### src/rtl/core/sr_pkg.sv
package sr_pkg;

   localparam int MAX_PARTICLES = 64;
   localparam int IDX_W         = $clog2(MAX_PARTICLES);
   localparam int CNT_W         = IDX_W + 1;
   localparam int CUM_W         = 22;
   localparam int PROD_W        = CUM_W + CNT_W;

   typedef struct packed {
      logic [15:0] weight;
      logic [15:0] offset;
      logic        last;
   } req_type;

   typedef struct packed {
      logic [5:0] ancestor_index;
      logic       last_out;
   } rsp_type;

   typedef struct packed {
      logic             wr_en;
      logic [IDX_W-1:0] wr_addr;
      logic [CUM_W-1:0] wr_data;
      logic [IDX_W-1:0] rd_addr;
   } ram_req_type;

   typedef struct packed {
      logic    valid;
      rsp_type data;
   } emit_type;

endpackage

### src/rtl/core/sr_cum_ram.sv
module sr_cum_ram (
   input  logic                        clock,
   input  sr_pkg::ram_req_type         ram_req,
   output logic [sr_pkg::CUM_W-1:0]    rd_data
);
   import sr_pkg::*;

   logic [CUM_W-1:0] mem [MAX_PARTICLES];
   logic [CUM_W-1:0] rd_data_ff;

   always_ff @(posedge clock) begin
      if (ram_req.wr_en) begin
         mem[ram_req.wr_addr] <= ram_req.wr_data;
      end
      rd_data_ff <= mem[ram_req.rd_addr];
   end

   assign rd_data = rd_data_ff;

endmodule

### src/rtl/core/sr_ctrl.sv
module sr_ctrl (
   input  logic                        clock,
   input  logic                        reset,
   input  logic                        req_valid,
   output logic                        req_ready,
   input  sr_pkg::req_type             req_data,
   output sr_pkg::ram_req_type         ram_req,
   input  logic [sr_pkg::CUM_W-1:0]    rd_data,
   output sr_pkg::emit_type            emit,
   input  logic                        emit_ready
);
   import sr_pkg::*;

   typedef enum logic [2:0] {
      ST_IDLE  = 3'b001,
      ST_FETCH = 3'b010,
      ST_WALK  = 3'b100
   } state_type;

   state_type        state_ff, state_in;
   logic [CUM_W-1:0] total_ff, total_in;
   logic [CNT_W-1:0] count_ff, count_in;
   logic [CNT_W-1:0] n_ff, n_in;
   logic [IDX_W-1:0] i_ff, i_in;
   logic [IDX_W-1:0] j_ff, j_in;
   logic [15:0]      u_ff, u_in;

   logic              accept;
   logic              room;
   logic [CUM_W-1:0]  sum;
   logic [PROD_W-1:0] prod;
   logic [CUM_W-1:0]  target;
   logic              advance;
   logic              final_slot;

   assign req_ready = (state_ff == ST_IDLE);
   assign accept    = req_valid && req_ready;
   assign room      = (count_ff < CNT_W'(MAX_PARTICLES));
   assign sum       = total_ff + CUM_W'(req_data.weight);

   // exact compare of n*C[j] against i*2^16 + u
   assign prod       = PROD_W'(n_ff) * PROD_W'(rd_data);
   assign target     = CUM_W'({i_ff, 16'b0}) | CUM_W'(u_ff);
   assign advance    = ((CNT_W'(j_ff) + 1'b1) < n_ff) && (prod < PROD_W'(target));
   assign final_slot = ((CNT_W'(i_ff) + 1'b1) == n_ff);

   always_comb begin
      state_in        = state_ff;
      total_in        = total_ff;
      count_in        = count_ff;
      n_in            = n_ff;
      i_in            = i_ff;
      j_in            = j_ff;
      u_in            = u_ff;
      ram_req.wr_en   = 1'b0;
      ram_req.wr_addr = count_ff[IDX_W-1:0];
      ram_req.wr_data = sum;
      emit.valid      = 1'b0;
      emit.data.ancestor_index = 6'(j_ff);
      emit.data.last_out       = final_slot;
      unique case (state_ff)
         ST_IDLE: begin
            if (accept) begin
               if (room) begin
                  ram_req.wr_en = 1'b1;
                  total_in      = sum;
                  count_in      = count_ff + 1'b1;
               end
               if (req_data.last) begin
                  n_in     = room ? (count_ff + 1'b1) : count_ff;
                  u_in     = req_data.offset;
                  i_in     = '0;
                  j_in     = '0;
                  state_in = ST_FETCH;
               end
            end
         end
         // entry 0 may have been written in the load beat, read it afresh
         ST_FETCH: begin
            state_in = ST_WALK;
         end
         ST_WALK: begin
            if (advance) begin
               j_in = j_ff + 1'b1;
            end else if (emit_ready) begin
               emit.valid = 1'b1;
               if (final_slot) begin
                  total_in = '0;
                  count_in = '0;
                  state_in = ST_IDLE;
               end else begin
                  i_in = i_ff + 1'b1;
               end
            end
         end
         default: begin
            state_in = ST_IDLE;
         end
      endcase
      ram_req.rd_addr = j_in;
   end

   always_ff @(posedge clock) begin
      if (reset) begin
         state_ff <= ST_IDLE;
         total_ff <= '0;
         count_ff <= '0;
      end else begin
         state_ff <= state_in;
         total_ff <= total_in;
         count_ff <= count_in;
      end
      n_ff <= n_in;
      i_ff <= i_in;
      j_ff <= j_in;
      u_ff <= u_in;
   end

endmodule

### src/rtl/core/systematic_resampler_top.sv
// systematic resampler
// req channel: one particle weight (unsigned Q0.16) per beat. the beat with
// last set closes the set and carries the random offset u (Q0.16). up to 64
// weights are kept; further weights before last are dropped.
// rsp channel: after the last beat the block returns N ancestor indices, one
// per beat, in slot order; last_out marks the final one.
// sequence: weight beats are taken back to back while idle. after the last
// beat the block fetches entry 0, then for each slot steps the pointer until
// n*C[j] reaches the target or j is the last entry, and registers the index
// once the output register is free. the pointer moves forward only, so a run
// makes at most N - 1 pointer steps.
// req_ready is low for the whole run and rises again once the final index
// has entered the output register.
// an rsp stall holds the emit, not the pointer; the output keeps its beat.
// reset (synchronous, active high) empties the set and the output register;
// the memory contents are not cleared, only entries of the current set are
// read.
module systematic_resampler_top (
   input  logic            clock,
   input  logic            reset,
   input  logic            req_valid,
   output logic            req_ready,
   input  sr_pkg::req_type req_data,
   output logic            rsp_valid,
   input  logic            rsp_ready,
   output sr_pkg::rsp_type rsp_data
);
   import sr_pkg::*;

   ram_req_type      ram_req;
   logic [CUM_W-1:0] rd_data;
   emit_type         emit;
   logic             emit_ready;

   logic    rsp_valid_ff, rsp_valid_in;
   rsp_type rsp_data_ff, rsp_data_in;

   sr_cum_ram u_ram (
      .clock   (clock),
      .ram_req (ram_req),
      .rd_data (rd_data)
   );

   sr_ctrl u_ctrl (
      .clock      (clock),
      .reset      (reset),
      .req_valid  (req_valid),
      .req_ready  (req_ready),
      .req_data   (req_data),
      .ram_req    (ram_req),
      .rd_data    (rd_data),
      .emit       (emit),
      .emit_ready (emit_ready)
   );

   assign emit_ready = !rsp_valid_ff || rsp_ready;

   always_comb begin
      rsp_valid_in = rsp_valid_ff;
      rsp_data_in  = rsp_data_ff;
      if (emit.valid) begin
         rsp_valid_in = 1'b1;
         rsp_data_in  = emit.data;
      end else if (rsp_ready) begin
         rsp_valid_in = 1'b0;
      end
   end

   always_ff @(posedge clock) begin
      if (reset) begin
         rsp_valid_ff <= 1'b0;
      end else begin
         rsp_valid_ff <= rsp_valid_in;
      end
      rsp_data_ff <= rsp_data_in;
   end

   assign rsp_valid = rsp_valid_ff;
   assign rsp_data  = rsp_data_ff;

   // the walk only emits into a free or draining output register
   a_emit_room: assert property (@(posedge clock) disable iff (reset)
      emit.valid |-> emit_ready)
      else $error("emit into occupied output register");

   // no weight is taken while indices are being produced
   a_emit_busy: assert property (@(posedge clock) disable iff (reset)
      emit.valid |-> !req_ready)
      else $error("req_ready high during emit");

   // a closing beat starts a run at once
   a_last_starts: assert property (@(posedge clock) disable iff (reset)
      (req_valid && req_ready && req_data.last) |=> !req_ready)
      else $error("run did not start after last beat");

   // the final index of a run reopens the input
   a_final_reopens: assert property (@(posedge clock) disable iff (reset)
      (emit.valid && emit.data.last_out) |=> req_ready)
      else $error("input not reopened after final index");

endmodule

### config.mk
export PLATFORM = sky130hd
export DESIGN_NAME = systematic_resampler_top
export DESIGN_NICKNAME = d
export VERILOG_FILES = /design/src/rtl/core/sr_pkg.sv /design/src/rtl/core/sr_cum_ram.sv /design/src/rtl/core/sr_ctrl.sv /design/src/rtl/core/systematic_resampler_top.sv
export SDC_FILE = /design/constraint.sdc
export NUM_CORES = 2
export LEC_CHECK = 0
export BUFFER_PORTS_ARGS = -buffer_cell sky130_fd_sc_hd__buf_4
export CELL_PAD_IN_SITES_DETAIL_PLACEMENT = 0
export CELL_PAD_IN_SITES_GLOBAL_PLACEMENT = 1
export CORE_MARGIN = 2
export CORE_UTILIZATION = 30
export DETAILED_ROUTE_END_ITERATION = 8
export PLACE_DENSITY_LB_ADDON = 0.1
export SYNTH_ARGS = -nofsm -noshare
export SYNTH_HDL_FRONTEND = slang
export SYNTH_SLANG_ARGS = --single-unit
export TNS_END_PERCENT = 10
### constraint.sdc
create_clock -name clock -period 14.82 [get_ports clock]
set_input_delay 2.223 -clock clock [delete_from_list [all_inputs] [get_ports clock]]
set_output_delay 2.223 -clock clock [all_outputs]
set_load 0.05 [all_outputs]
# Word-level counts from Yosys, hierarchy flattened
# Memory sizes are Yosys's and may differ from the RTL's. A register that Yosys moved wholly into a read port is not among the register bits.
# Cells that the tools add are included.
dict set report classes {
  addsub 6
  n_mul 1
  magnitude_cmp 3
  eq_ne 11
  muxes 38
  n_bitwise 1
  n_reduce_logical 11
}
# cell n
set op_table {}
lappend op_table {{2-to-1 mux 22 bit} 5}
lappend op_table {{2-to-1 mux 6 bit} 8}
lappend op_table {{one-hot mux 22 bit (2 select lines)} 1}
lappend op_table {{2-to-1 mux 7 bit} 5}
lappend op_table {{< comparator 29 x 22 -> 1 bit} 1}
lappend op_table {{multiplier 7 x 22 -> 29 bit} 1}
lappend op_table {{one-hot mux 6 bit (2 select lines)} 2}
lappend op_table {{adder 22 x 16 -> 22 bit} 1}
lappend op_table {{bitwise OR 22 x 16 -> 22 bit} 1}
lappend op_table {{2-to-1 mux 3 bit} 5}
lappend op_table {{adder 6 x 1 -> 7 bit (second input constant)} 2}
lappend op_table {{one-hot mux 7 bit (2 select lines)} 1}
lappend op_table {{adder 6 x 1 -> 6 bit (second input constant)} 2}
lappend op_table {{!= test 2 bit (second input constant)} 6}
lappend op_table {{AND reduction 6 bit} 2}
lappend op_table {{2-to-1 mux 1 bit} 10}
lappend op_table {{AND reduction 5 bit} 2}
lappend op_table {{one-hot mux 3 bit (3 select lines)} 1}
lappend op_table {{adder 7 x 1 -> 7 bit (second input constant)} 1}
lappend op_table {{== test 7 bit} 1}
lappend op_table {{< comparator 7 bit} 1}
lappend op_table {{< comparator 7 bit (second input constant)} 1}
lappend op_table {{nonzero test 2 bit} 2}
lappend op_table {{== test 3 x 1 -> 1 bit (second input constant)} 1}
lappend op_table {{7 further kinds} 8}
dict set report word_totals {
  register_bits 75
  ram_bits 1408
  inputBits 37
  out_inout_bits 9
  elab_cells 82
  n_memories 1
}
# name words width rd rd_clocked_by_memory_dff write_ports line_no
set mem_list {}
lappend mem_list {u_ram.mem 64 22 1 1 1 sr_cum_ram.sv:8} ;# logic [CUM_W-1:0] mem [MAX_PARTICLES];

# Depth between registers and ports, before layout
dict set report depth {
  depth_word 6
  ltp_mapped 36
  depth_no_buf 33
}

# Hierarchy
# Synthesis repeated with hierarchy kept, for this count alone.
dict set report hier_totals {
  cells_unflattened 3395
  hier_area_um2 63612.3
}
# module n_inst cells_per_inst area_per_inst_um2 seq_area_each_um2
set by_module_without_submodules {}
lappend by_module_without_submodules {sr_cum_ram 1 2349 54260.8 42721.0}
lappend by_module_without_submodules {sr_ctrl 1 1035 9095.0 1631.6}
lappend by_module_without_submodules {systematic_resampler_top 1 11 256.5 230.2}

# Worst setup path after synthesis
# Ideal clock, no wire load.
dict set report synth_timing {
  path_kind {register -> register}
  from {register u_ctrl.n_ff[1]}
  to {register u_ram.rd_data_ff[10] (netlist: u_ram.rd_data[10]) (read register of u_ram.mem)}
  setup_time_ns 0.131
  arrival_time_ns 7.548
  required_time_ns 14.689
  path_slack_ns 7.140
  path_stages_with_launch 36
  n_path_buf 4
  period_less_slack_ns 7.680
  cell_sequence {edfxtp_1 clkbuf_1 and2_1 fa_1 inv_1 fa_1 inv_1 fa_1 inv_1 fa_1 inv_1 ha_1 o211ai_1 a21oi_1 o21ai_0 nand2_1 a21oi_1 o21bai_1 a21oi_1 xnor2_1 ha_1 nand4_1 or4_1 a31oi_1 o41ai_1 o2111ai_1 or4_4 nor2_8 mux2i_1 inv_2 buf_4 buf_4 buf_2 mux4_2 a221oi_1 nand4_1}
}
dict set report synth_between {
  elab_chain_len 5
  elab_cells_between_ends 6
  classes_between {mul: 1; order compare: 2; mux: 2; reduce/logical: 1}
}
# item line_no
set synth_lines {}
lappend synth_lines {{from (decl)} sr_ctrl.sv:23} ;# logic [CNT_W-1:0] n_ff, n_in;
lappend synth_lines {{from (signal assigned)} sr_ctrl.sv:113} ;# n_ff <= n_in;
lappend synth_lines {{multiplier 7 x 22 -> 29 bit} sr_ctrl.sv:42} ;# assign prod = PROD_W'(n_ff) * PROD_W'(rd_data);
lappend synth_lines {{< comparator 29 x 22 -> 1 bit} sr_ctrl.sv:44} ;# assign advance = ((CNT_W'(j_ff) + 1'b1) < n_ff) && (prod < PROD_W'(target));
lappend synth_lines {{logical AND 1 bit (*)} sr_ctrl.sv:44}
lappend synth_lines {{2-to-1 mux 6 bit (*)} sr_ctrl.sv:83} ;# if (advance) begin
lappend synth_lines {{one-hot mux 6 bit (2 select lines) (*)} sr_ctrl.sv:61} ;# unique case (state_ff)
lappend synth_lines {{to (decl)} sr_cum_ram.sv:9} ;# logic [CUM_W-1:0] rd_data_ff;
# Mark *: on every way between the ends. The rest lies on a longest branch, timed or not.
# A chain may end at the register's enable or synchronous reset.

# Worst setup path in the final report
dict set report layout_timing {
  from {register u_ctrl.n_ff[1]}
  to {register u_ram.rd_data_ff[9] (netlist: u_ram.rd_data[9]) (read register of u_ram.mem)}
}
# Same word-level chain as after synthesis.

==> flow_summary.json <==
{
  "wirelength_um": 189000,
  "nets": 4110,
  "design.die.area_um2": 216000,
  "rows": 169,
  "slew_headroom": 0.152,
  "grt_use_met3": 0.0231,
  "drt_iter0_drc": 2482,
  "syn-instance-count": 3693,
  "dp_cells": 6528,
  "yosys.area_share.simple": 0.0439,
  "area_growth_pct": 15.4,
  "fmax_mhz": 90.5,
  "die_x_um": 465,
  "synth_flop_cell": "edfxtp_1",
  "cts_hold_buf": 0,
  "required_ns": 15.43,
  "path_clk_slew_ns": 0.06,
  "synth_top_area_share": 0.680,
  "vias": 33500,
  "final_cell_mix": "edfxtp_1, mux2i_1, buf_4",
  "wire_per_inst_um": 27.6,
  "setup.worst_path.end_class": "flop",
  "synth-edff-count": 1444,
  "yosys_warnings": 0,
  "antenna_left": 0,
  "layout_setup_ws_ns": 3.78,
  "grt_overflow": 0,
  "switching_share": 0.310,
  "grt_util_met1": 0.233,
  "initial_core_util": 0.301,
  "finalSetupViolCount": 0,
  "power_frac_comb": 0.258,
  "rsz0062_at_grt": "false",
  "final_common_cell": "edfxtp_1",
  "status": "finished, final reports clean",
  "switching_power_mw": 3.86,
  "drive_gt1_frac": 0.178,
  "die_y_um": 465,
  "fin_util": 0.348,
  "hold_viol_final": 0,
  "synth-xor-area-share": 0.00728,
  "place_ws_ns": 3.54,
  "yosys-top-cells-area": "edfxtp_1, mux4_2, mux2i_1, fa_1, dfxtp_1",
  "synthesis.nets": 3923,
  "numCtsBuffers": 171,
  "drc": 0,
  "holdWs_ns": 0.454,
  "powerDensity_nw_per_um2": 169,
  "clock_latency_ns": 0.82,
  "cts_sinks": 1505,
  "cap_violations": 0,
  "synth_fa_ha_area_frac": 0.0496,
  "fin_cells": 6840,
  "min_path_type": "reg2reg",
  "via_per_inst": 4.90,
  "hpwl_um": 110000,
  "root_buffer": "clkbuf_16",
  "gr-usage-all-layers": 0.174,
  "synth.avg_cell_area_um2": 17.3,
  "dr.pass1.iters": 5,
  "synth_area_leader_cell": "edfxtp_1",
  "critPathKind": "reg2reg",
  "htree_levels": 4,
  "core_um2": 212000,
  "cts_buffer_depth": 3,
  "grt_max_degree": 97,
  "antenna_found_initial": 7,
  "worst_ep_arrival_time_ns": 11.66,
  "synth-seq-cells": 1505,
  "gr-usage-met2": 0.299,
  "async_flop_share": 0,
  "cts_tree": "yes",
  "gr-max-usage-layer": "met2",
  "cp-start-kind": "flop",
  "synth_top_family_by_area": "multiplexers",
  "ios": 46,
  "crit_fanout": 96,
  "synth-seq-area-share": 0.699,
  "skew_ns": 0.0557,
  "p_leak_nw": 26.4,
  "finalWeightedCongestion": 0.760,
  "io_buffers": 45,
  "slew_viol_final": 0,
  "synthMuxAreaShare": 0.118,
  "vdd_drop_max_mv": 0.180,
  "synth_cell_types": 79,
  "synth_compound_area_frac": 0.0556,
  "slowest_stage": "mux2_8",
  "p_seq_frac": 0.413,
  "grt_pass1_wl_um": 269000,
  "synth_area_um2": 63800,
  "p_int_mw": 8.59,
  "cts_resized": 0,
  "min_period_over_period": 0.745,
  "crit_path_max_incr_delay_ns": 0.73,
  "period_minus_slack_ns": 11.04,
  "cts_setup_buffers": 0,
  "clockPowerShare": 0.329,
  "tns_ns": 0,
  "grt_pass1_vias": 35200,
  "worstMarginPinSlew_ns": 1.27
}
## cells by family (layout without fill, tap and decap cells)
logic type,after synthesis,in the layout
XOR/XNOR,53,53
buffers and inverters,328,652
flip-flops,1505,1505
multiplexers,537,537
AO/OA/AOI/OAI,544,544
AND/OR/NAND/NOR,533,533
other,0,2
adder cells (fa/ha/maj),193,193
## worst paths after layout
| kind | startpoint | to | slack [ns] | cells after the start |
|---|---|---|---|---|
| worst max-delay path | u_ctrl.n_ff[1]$_DFFE_PP_ | u_ram.rd_data[9]$_DFF_P_ | 3.78 | 35 |
| worst min-delay path | u_ctrl.state_ff[0]$_SDFFE_PP1P_ | u_ctrl.state_ff[2]$_SDFFE_PP0P_ | 0.45 | 1 |
| worst max register to register | u_ctrl.n_ff[1]$_DFFE_PP_ | u_ram.rd_data[9]$_DFF_P_ | 3.78 | 35 |
| worst min register to register | u_ctrl.state_ff[0]$_SDFFE_PP1P_ | u_ctrl.state_ff[2]$_SDFFE_PP0P_ | 0.45 | 1 |
## layer usage
metal / vias to the layer above / wire length (um)
met1: 17800 / 83800
met4: 0 / 3820
met2: 561 / 94900
li1: 14900 / -
met5: - / 0
met3: 210 / 6150
## power groups by stage
| stage | logic (mW) | registers [mW] | clock network [mW] |
|---|---|---|---|
| 2_1_floorplan | 2.17 | 5.23 | 0 |
| 3_3_place_gp | 3.37 | 5.24 | 0 |
| 3_5_place_dp | 3.29 | 5.24 | 0 |
| 4_1_cts | 3.32 | 5.15 | 4.22 |
| 5_1_grt | 3.68 | 5.15 | 4.38 |
| 6_report | 3.21 | 5.14 | 4.09 |
## area by class of cell
class | instances | area (um2)
Timing Repair Buffer | 192 | 1530
Tap cell | 2821 | 3530
Multi-Input combinational cell | 1860 | 18000
Sequential cell | 1505 | 44600
Inverter | 150 | 573
Antenna cell | 2 | 5.00
Fill cell | 20000 | 138000
Clock buffer | 232 | 4700
Clock inverter | 78 | 692
## per-stage QoR
step / power, mW / area [um2]
2_1_floorplan: 7.40 / 63800
3_3_place_gp: 8.61 / 68200
3_5_place_dp: 8.53 / 68200
4_1_cts: 12.7 / 73600
5_1_grt: 13.2 / 73600
6_report: 12.4 / 73600
## Yosys cell counts (all sizes together) (93+ instances only)
cell	number
o21ai	114
edfxtp	1444
and2	115
mux4	171
inv	150
nor2	106
buf	110
ha	93
o22ai	177
mux2i	364
fa	100
nand2	125
## critical path, delay by kind of cell, from the launching register on
family | cells | cell delay [ns]
flip-flops | 1 | 0.36
XOR/XNOR | 1 | 0.31
multiplexers | 2 | 0.99
AND/OR/NAND/NOR | 8 | 2.07
adder cells (fa/ha/maj) | 6 | 2.67
buffers and inverters | 7 | 1.68
AO/OA/AOI/OAI | 11 | 2.34
## flip-flops by register name (all words and copies together) (netlist names), 3 cells and up
name and count:
u_ctrl.total_ff 22, u_ctrl.n_ff 7, u_ram.rd_data 22, u_ctrl.count_ff 7, u_ram.mem 1408, u_ctrl.state_ff 3
u_ctrl.i_ff 6, rsp_data 7, u_ctrl.u_ff 16, u_ctrl.j_ff 6
Note: power is estimated with default switching activity, not from simulation.
